`src/rtl/rbc_pkg.sv`:
```
// Shared constants and widths for the recurrence byte checksum.
`default_nettype none

package rbc_pkg;

   localparam int unsigned ByteWidth  = 8;
   localparam int unsigned TermWidth  = 16;
   localparam int unsigned SumWidth   = 9;
   localparam int unsigned LhsWidth   = SumWidth + TermWidth;
   localparam int unsigned RhsWidth   = ByteWidth + TermWidth;
   localparam int unsigned WideWidth  = LhsWidth + 1;

   localparam logic [ByteWidth-1:0] StartOffset = 8'd7;
   localparam logic [TermWidth-1:0] TermReset   = 16'd1;
   localparam logic [TermWidth-1:0] Modulus     = 16'hFFFF;

   // A multiple of the modulus that exceeds any subtracted product.
   localparam logic [RhsWidth-1:0] ModBias = 24'd16776960;

endpackage

`default_nettype wire

```
`src/rtl/rbc_term.sv`:
```
// Next-term logic: coefficients, two products and the reduction mod 65535.
`default_nettype none

module rbc_term (
   input  wire logic [rbc_pkg::ByteWidth-1:0] data_byte,
   input  wire logic                          at_start,
   input  wire logic [rbc_pkg::ByteWidth-1:0] position,
   input  wire logic [rbc_pkg::TermWidth-1:0] term_cur,
   input  wire logic [rbc_pkg::TermWidth-1:0] term_prev,
   output logic      [rbc_pkg::TermWidth-1:0] term_next
);

   logic [rbc_pkg::ByteWidth-1:0] alpha;
   logic [rbc_pkg::ByteWidth-1:0] beta;
   logic [rbc_pkg::SumWidth-1:0]  factor;
   logic [rbc_pkg::LhsWidth-1:0]  lhs;
   logic [rbc_pkg::RhsWidth-1:0]  rhs;
   logic                          negative;
   logic [rbc_pkg::WideWidth-1:0] wide;
   logic [rbc_pkg::TermWidth:0]   fold1;
   logic [rbc_pkg::TermWidth-1:0] fold2;
   logic [rbc_pkg::TermWidth-1:0] reduced;

   always_comb begin
      alpha    = position + {position[3:0], 4'd0};
      beta     = {position[2:0], 5'd0} - position;
      factor   = {1'b0, data_byte} + {1'b0, alpha};
      lhs      = {{(rbc_pkg::LhsWidth-rbc_pkg::SumWidth){1'b0}}, factor}
               * {{(rbc_pkg::LhsWidth-rbc_pkg::TermWidth){1'b0}}, term_cur};
      rhs      = {{(rbc_pkg::RhsWidth-rbc_pkg::ByteWidth){1'b0}}, beta}
               * {{(rbc_pkg::RhsWidth-rbc_pkg::TermWidth){1'b0}}, term_prev};
      negative = lhs < {1'b0, rhs};
      // A wrapped negative difference adds one, since 2^64 mod 65535 is one.
      wide     = {1'b0, lhs} + {2'b0, rbc_pkg::ModBias} - {2'b0, rhs}
               + {{(rbc_pkg::WideWidth-1){1'b0}}, negative};
      fold1    = {1'b0, wide[rbc_pkg::TermWidth-1:0]}
               + {{(2*rbc_pkg::TermWidth+1-rbc_pkg::WideWidth){1'b0}},
                  wide[rbc_pkg::WideWidth-1:rbc_pkg::TermWidth]};
      fold2    = fold1[rbc_pkg::TermWidth-1:0]
               + {{(rbc_pkg::TermWidth-1){1'b0}}, fold1[rbc_pkg::TermWidth]};
      reduced  = (fold2 == rbc_pkg::Modulus) ? '0 : fold2;
      if (at_start) begin
         term_next = {{(rbc_pkg::TermWidth-rbc_pkg::ByteWidth){1'b0}}, data_byte}
                   + {{(rbc_pkg::TermWidth-rbc_pkg::ByteWidth){1'b0}},
                      rbc_pkg::StartOffset};
      end else begin
         term_next = reduced;
      end
   end

endmodule

`default_nettype wire

```
`src/rtl/recurrence_byte_checksum_top.sv`:
```
// Top level of the recurrence byte checksum: input register, state and result register.
//
//   Channel  Direction  Beat fields                Flow control
//   req      in         req_data_byte, req_last_byte  req_valid / req_stall
//   rsp      out        rsp_checksum               rsp_valid / rsp_stall
//
// A byte is held in the input register, and its term is computed and the state
// updated as it leaves, so one byte is taken every cycle unless a checksum is stalled.
// A checksum is loaded into the result register as its final byte leaves the input register.
// Synchronous reset clears both valid flags and rearms the state.
// While a checksum is stalled, the byte in the input register is held.
`default_nettype none

module recurrence_byte_checksum_top (
   input  wire logic                          clock,
   input  wire logic                          reset,
   input  wire logic                          req_valid,
   output logic                               req_stall,
   input  wire logic [rbc_pkg::ByteWidth-1:0] req_data_byte,
   input  wire logic                          req_last_byte,
   output logic                               rsp_valid,
   input  wire logic                          rsp_stall,
   output logic      [rbc_pkg::TermWidth-1:0] rsp_checksum
);

   logic                          in_valid_ff, in_valid_in;
   logic [rbc_pkg::ByteWidth-1:0] in_byte_ff;
   logic                          in_last_ff;
   logic [rbc_pkg::TermWidth-1:0] term_prev_ff, term_prev_in;
   logic [rbc_pkg::TermWidth-1:0] term_cur_ff, term_cur_in;
   logic [rbc_pkg::ByteWidth-1:0] position_ff, position_in;
   logic                          at_start_ff, at_start_in;
   logic                          out_valid_ff, out_valid_in;
   logic [rbc_pkg::TermWidth-1:0] out_sum_ff;
   logic [rbc_pkg::TermWidth-1:0] term_next;
   logic                          out_free;
   logic                          advance;
   logic                          req_take;

   rbc_term u_term (
      .data_byte (in_byte_ff),
      .at_start  (at_start_ff),
      .position  (position_ff),
      .term_cur  (term_cur_ff),
      .term_prev (term_prev_ff),
      .term_next (term_next)
   );

   always_comb begin
      out_free  = !out_valid_ff || !rsp_stall;
      advance   = in_valid_ff && out_free;
      req_stall = in_valid_ff && !advance;
      req_take  = req_valid && !req_stall;

      in_valid_in  = req_take || (in_valid_ff && !advance);
      out_valid_in = (advance && in_last_ff) || (out_valid_ff && !out_free);

      term_prev_in = term_prev_ff;
      term_cur_in  = term_cur_ff;
      position_in  = position_ff;
      at_start_in  = at_start_ff;
      if (advance) begin
         if (in_last_ff) begin
            term_prev_in = rbc_pkg::TermReset;
            term_cur_in  = rbc_pkg::TermReset;
            position_in  = '0;
            at_start_in  = 1'b1;
         end else begin
            term_prev_in = at_start_ff ? rbc_pkg::TermReset : term_cur_ff;
            term_cur_in  = term_next;
            position_in  = position_ff + 8'd1;
            at_start_in  = 1'b0;
         end
      end
   end

   always_ff @(posedge clock) begin
      if (reset) begin
         in_valid_ff  <= 1'b0;
         out_valid_ff <= 1'b0;
         term_prev_ff <= rbc_pkg::TermReset;
         term_cur_ff  <= rbc_pkg::TermReset;
         position_ff  <= '0;
         at_start_ff  <= 1'b1;
      end else begin
         in_valid_ff  <= in_valid_in;
         out_valid_ff <= out_valid_in;
         term_prev_ff <= term_prev_in;
         term_cur_ff  <= term_cur_in;
         position_ff  <= position_in;
         at_start_ff  <= at_start_in;
      end
   end

   always_ff @(posedge clock) begin
      if (req_take) begin
         in_byte_ff <= req_data_byte;
         in_last_ff <= req_last_byte;
      end
      if (advance && in_last_ff) begin
         out_sum_ff <= term_next;
      end
   end

   assign rsp_valid    = out_valid_ff;
   assign rsp_checksum = out_sum_ff;

endmodule

`default_nettype wire

```
`config.mk`:
```
export PLATFORM = sky130hd
export DESIGN_NAME = recurrence_byte_checksum_top
export DESIGN_NICKNAME = d
export VERILOG_FILES = /design/src/rtl/rbc_pkg.sv /design/src/rtl/rbc_term.sv /design/src/rtl/recurrence_byte_checksum_top.sv
export SDC_FILE = /design/constraint.sdc
export NUM_CORES = 1
export LEC_CHECK = 0
export ABC_AREA = 1
export CAP_MARGIN = 20
export CORE_MARGIN = 2
export CORE_UTILIZATION = 40
export CTS_CLUSTER_SIZE = 14
export DETAILED_ROUTE_END_ITERATION = 10
export DONT_BUFFER_PORTS = 1
export PLACE_DENSITY = 0.53
export RECOVER_POWER = 50
export REMOVE_ABC_BUFFERS = 1
export SLEW_MARGIN = 20
export SYNTH_ARGS = -nofsm -noshare
export SYNTH_HDL_FRONTEND = slang
export SYNTH_SLANG_ARGS = --single-unit
export TNS_END_PERCENT = 30
```
`constraint.sdc`:
```
create_clock -name clock -period 24.3 [get_ports clock]
set_input_delay 1.215 -clock clock [delete_from_list [all_inputs] [get_ports clock]]
set_output_delay 1.215 -clock clock [all_outputs]
set_load 0.005 [all_outputs]
```
# --- Word level (Yosys, flattened, before mapping) ---
# Index checks and enable logic that the tools add are counted.
word_totals:
  word_cells: 43
  output_inout_bits: 18
  in_bits: 13
  register_bits: 68
classes:
  add_sub_neg: 10
  n_mux: 7
  n_eq_ne: 1
  n_reduce_logical: 13
  n_mul: 2
  order_cmp: 1
ops:
  columns: ["op", "n"]
  rows:
  - ["2-to-1 mux 16 bit", 5]
  - ["adder 25 x 24 -> 26 bit (second input constant)", 1]
  - ["adder 26 x 1 -> 26 bit", 1]
  - ["subtractor 26 x 24 -> 26 bit", 1]
  - ["less-than comparator 25 x 24 -> 1 bit", 1]
  - ["multiplier 9 x 16 -> 25 bit", 1]
  - ["multiplier 8 x 16 -> 24 bit", 1]
  - ["adder 16 x 10 -> 17 bit", 1]
  - ["adder 16 x 1 -> 16 bit", 1]
  - ["== test 16 bit (second input constant)", 1]
  - ["adder 8 x 3 -> 9 bit (second input constant)", 1]
  - ["adder 8 x 8 -> 9 bit", 1]
  - ["adder 8 x 1 -> 8 bit (second input constant)", 1]
  - ["adder 8 bit", 1]
  - ["2-to-1 mux 8 bit", 1]
  - ["subtractor 8 bit", 1]
  - ["logical AND 1 bit", 5]
  - ["zero test 1 bit", 5]
  - ["logical OR 1 bit", 3]
  - ["2-to-1 mux 1 bit", 1]

# --- Longest topological paths before layout ---
depth:
  ltp_word: 12
  ltp_mapped: 90
  depth_no_buf: 88

# --- Hierarchy ---
# A second synthesis with hierarchy kept.
hier_totals:
  cells_unflattened: 2088
  hier_area_um2: 15080.7
modules_own_cells:
  columns: ["module", "seq_area_each_um2", "cells_each", "n_inst", "area_per_inst_um2"]
  rows:
  - ["rbc_term", 0.0, 1852, 1, 12710.9]
  - ["recurrence_byte_checksum_top", 1611.5, 236, 1, 2369.8]

# --- Least setup slack after synthesis ---
# OpenSTA, ideal clock, no wires.
synth_path:
  kind: "register to register"
  start: "register position_ff[0] (netlist name)"
  end: "register out_sum_ff, in the netlist rsp_checksum[10] (data pin)"
  path_stages_with_launch: 86
  period_less_slack_ps: 11820
  t_required_ps: 24039
  t_arrival_ps: 11559
  n_path_buf: 2
  path_slack_ps: 12480
  setup_ps: 261
  cell_sequence: "dfxtp_1 > ha_1 > fa_1 > ha_1 > nand2_1 > nand2_1 > a21oi_1 > or2_2 > nand2_1 > clkbuf_1 > nor2_1 > fa_1 > inv_1 > fa_1 > fa_1 > fa_1 > inv_1 > ha_1 > (+50 left out) > inv_1 > nor2_2 > nand3_1 > nor2_2 > nand2_1 > nor2_2 > nand3_1 > nor2_2 > nand2_1 > nand2_1 > nand2_1 > inv_1 > nand2_1 > nor2_2 > nand3_4 > buf_6 > nand2_2 > nor3_1"
synth_via:
  elab_chain_cells: 11
  word_cells_on_any_way: 14
  cone_classes: "add/sub: 8; mul: 2; order compare: 1; eq/ne: 1; mux: 2"
synth_rtl:
  columns: ["element", "line", "source"]
  rows:
  - ["from (decl)", "recurrence_byte_checksum_top.sv:31", "logic [rbc_pkg::ByteWidth-1:0] position_ff, position_in;"]
  - ["from (signal assigned)", "recurrence_byte_checksum_top.sv:90", "position_ff <= position_in;"]
  - ["adder 8 bit", "rbc_term.sv:25", "alpha = position + {position[3:0], 4'd0};"]
  - ["adder 8 x 8 -> 9 bit", "rbc_term.sv:27", "factor = {1'b0, data_byte} + {1'b0, alpha};"]
  - ["multiplier 9 x 16 -> 25 bit", "rbc_term.sv:29", "* {{(rbc_pkg::LhsWidth-rbc_pkg::TermWidth){1'b0}}, term_cur};"]
  - ["adder 25 x 24 -> 26 bit", "rbc_term.sv:34", "wide = {1'b0, lhs} + {2'b0, rbc_pkg::ModBias} - {2'b0, rhs}"]
  - ["subtractor 26 x 24 -> 26 bit", "rbc_term.sv:34", null]
  - ["adder 26 x 1 -> 26 bit *", "rbc_term.sv:35", "+ {{(rbc_pkg::WideWidth-1){1'b0}}, negative};"]
  - ["adder 16 x 10 -> 17 bit *", "rbc_term.sv:37", "+ {{(2*rbc_pkg::TermWidth+1-rbc_pkg::WideWidth){1'b0}},"]
  - ["adder 16 x 1 -> 16 bit *", "rbc_term.sv:40", "+ {{(rbc_pkg::TermWidth-1){1'b0}}, fold1[rbc_pkg::TermWidth]};"]
  - ["== test 16 bit", "rbc_term.sv:41", "reduced = (fold2 == rbc_pkg::Modulus) ? '0 : fold2;"]
  - ["2-to-1 mux 16 bit *", "rbc_term.sv:41", null]
  - ["2-to-1 mux 16 bit *", "rbc_term.sv:42", "if (at_start) begin"]
  - ["named net term_next (one bit)", "recurrence_byte_checksum_top.sv:35", "logic [rbc_pkg::TermWidth-1:0] term_next;"]
  - ["to (signal assigned)", "recurrence_byte_checksum_top.sv:101", "out_sum_ff <= term_next;"]
  - ["to (decl)", "recurrence_byte_checksum_top.sv:34", "logic [rbc_pkg::TermWidth-1:0] out_sum_ff;"]
# Mark *: on every way through the listed nets, which the timed path passes. The rest lies on a longest branch.
# A chain may end at the register's enable or synchronous reset.

# --- Worst setup path in the final report ---
layout_path:
  start: "register position_ff[0] (netlist name)"
  end: "register out_sum_ff, in the netlist rsp_checksum[0] (data pin)"
# Same word-level chain as after synthesis.

==> reports/results.ini <==
[critical_path]
crit_path_max_incr_delay_ns = 1.01
cp.arrival_ns = 14.29
end_kind = flop
crit_path_max_fanout = 23
r2r_cells = 81
critPathRequiredTime_ns = 24.38
start_kind = flop
cp_slowest_cell = dfxtp_1
path_common_cell = nand2_1
crit_type = reg -> reg

[timing]
rsz0062_at_grt = no
fin_crit_ns = 14.22
max_freq_mhz = 70.35
hold_violations = 0
finalCritPeriodShare_pct = 58.50
maxSlewHeadroom_pct = -70.90
setup_viol = 0
skew_ns = 0.01333
layout_setup_ws_ns = 10.08
max_slew.worst_pin.slew_ns = 2.563
slew_viol_final = 53
final.setup.tns_ns = 0

[cts]
clk_path_buf_depth = 2
cts_buffers = 9
cts-root-buf = clkbuf_16
htreeDepth = 3
cts_setup_buffers = 0
postCtsHoldBufs = 0
cts_resized = 0
cts_tree = yes
clock_latency_ns = 0.36
clk_pin_slew_ns = 0.07
cts.sinks = 68

[layout]
fin_nets = 2404
final_util_pct = 42.69
drive_above_1_share_pct = 4.352
multiInputGateArea_sq_um = 11220
final_area_sq_um = 15630
antennaDiodeCount = 0
seqCellArea_sq_um = 1612
fillers = 3844
area_growth_pct = 5.144

[route]
vias = 12560
drt_pass1_iterations = 5
wl_per_cell_um = 17.39
drt-initial-drc-count = 723
drc = 0
vias_per_cell = 5.046
drtAntennaViolNets = 0
routed_wl_mm = 43.31

[status]
run_status = finished, violations left
violations = capacitance limit, slew limit

[placement]
place_area_sq_um = 15320
dpl_worst_slack_ns = 10.25
gp_congestion = 0.9194
dp_hpwl_mm = 36.41
port_buffers = 0

[floorplanning]
dieArea_sq_um = 38710
core-area_sq_um = 36610
io_pins = 31
fp.dieH_um = 196.8
rows = 70
die_w_um = 196.8
start_util_pct = 40.60

[synth]
synth-seq-cells = 68
synth_edf_count = 25
post-synth-top-area-fraction_pct = 25.73
async_flop_share_pct = 0
yosysMostFrequentCell = inv_1
ys_seq_area_share_pct = 10.84
synthCells = 2044
yosysWarnings = 0
synth_top_flop_cell = dfxtp_1
synth_area_sq_um = 14860
netlist_top_cells_area = fa_1 (26%), ha_1 (15%), inv_1 (12%)
yosys.area.top_type = fa_1
ys_types = 48
avgSynthCellArea_sq_um = 7.272
synth_common_cells = inv_1 (490), nand2_1 (435), fa_1 (191), nor2_1 (189), ha_1 (183)

[power]
p_seq_share_pct = 7.8
power_density_nw_per_um2 = 121.3
finalPower_uw = 1896
clkPwrFrac_pct = 7.8
swShare_pct = 61.27
p_sw_uw = 1162
leakage_uw = 0.008275
vdd_drop_max_mv = 0.1113
combPwrFrac_pct = 84.4
p_int_uw = 734.3

[global_route]
grt_max_degree = 53
globalRouteTotalUtil_pct = 23.47
grt_pass1_wl_mm = 70.35
grt-ovfl-total = 0
first_global_vias = 12700
antenna_found_initial = 0

[flow_run]
max-cap-violations = 1

[min_path]
hold_class = reg -> reg
hold_path_depth = 1

-- worst paths after layout --
| kind | to | slack, ns | startpoint |
|---|---|---|---|
| worst max-delay path | rsp_checksum[0]$_DFFE_PP_ | 10.08 | position_ff[0]$_SDFFE_PP0P_ |
| worst min register to register | position_ff[7]$_SDFFE_PP0P_ | 0.53 | position_ff[7]$_SDFFE_PP0P_ |
| worst max register to register | rsp_checksum[0]$_DFFE_PP_ | 10.08 | position_ff[0]$_SDFFE_PP0P_ |
| worst min-delay path | position_ff[7]$_SDFFE_PP0P_ | 0.53 | position_ff[7]$_SDFFE_PP0P_ |
-- registers in the layout, summed over array words and instances (netlist names) --
signal and count:
in_byte_ff 8, rsp_checksum 16, position_ff 8, at_start_ff 1
term_prev_ff 16, in_valid_ff 1, rsp_valid 1, in_last_ff 1
term_cur_ff 16
-- metal layers --
layer	routed length, um	share of wire [%]	track usage [%]	up-vias
li1	-	-	-	6147
met2	20130	46	39.03	326
met5	0	0	0	-
met4	743	1.7	4.456	0
met1	20390	47	32.92	6048
met3	2047	4.7	3.063	43
-- worst max-delay path, delay by kind of cell (launching register included) --
| kind | cells | cell delay, ns |
|---|---|---|
| buffers and inverters | 5 | 0.48 |
| AOI/OAI and AO/OA | 10 | 1.46 |
| DFF | 1 | 1.01 |
| and+or+nand+nor | 50 | 5.65 |
| xor gates and xnor gates | 2 | 0.45 |
| adders and majority gates | 14 | 4.88 |
-- cells in the final DEF, fill, tap and decap left out, drive strengths merged, types with 33 or more instances in the layout --
cell type,count
ha,183
dfxtp,43
inv,495
o21ai,33
nand2,463
nand3,79
xor2,46
a21oi,122
nor2,202
fa,191
-- cell families (layout without fill, tap and decap cells) --
kind of cell	after synthesis	count (layout)	synth area share, %
xor gates and xnor gates	65	65	3.830
and+or+nand+nor	800	800	22.91
adders and majority gates	374	374	41.13
AOI/OAI and AO/OA	198	198	7.560
buffers and inverters	539	517	13.73
DFF	68	68	10.84
-- cell type report --
cell class              count  area share (%)
multi-input cells        1437           71.80
repair buffers              5          0.1922
clock inverters             6          0.5685
well taps                 468           3.747
clock buffers              10           1.465
inverters                 496           11.91
flip-flops and latches     68           10.31
-- stage by stage --
step           std cells  hold slack (ns)
4_1_cts             2490           0.5284
6_report            2490           0.5259
3_3_place_gp        2474           0.4978
3_5_place_dp        2474           0.5153
2_1_floorplan       2001           0.4656
5_1_grt             2490           0.5569
-- power groups by stage --
stage	registers (uW)	logic [uW]	clock network [uW]
after floorplan	140	1220	0
after global placement	150	1590	0
after detailed placement	149	1600	0
after CTS	147	1610	150
after global routing	148	1830	155
final	147	1600	148
Note: power is estimated with default switching activity, not from simulation.
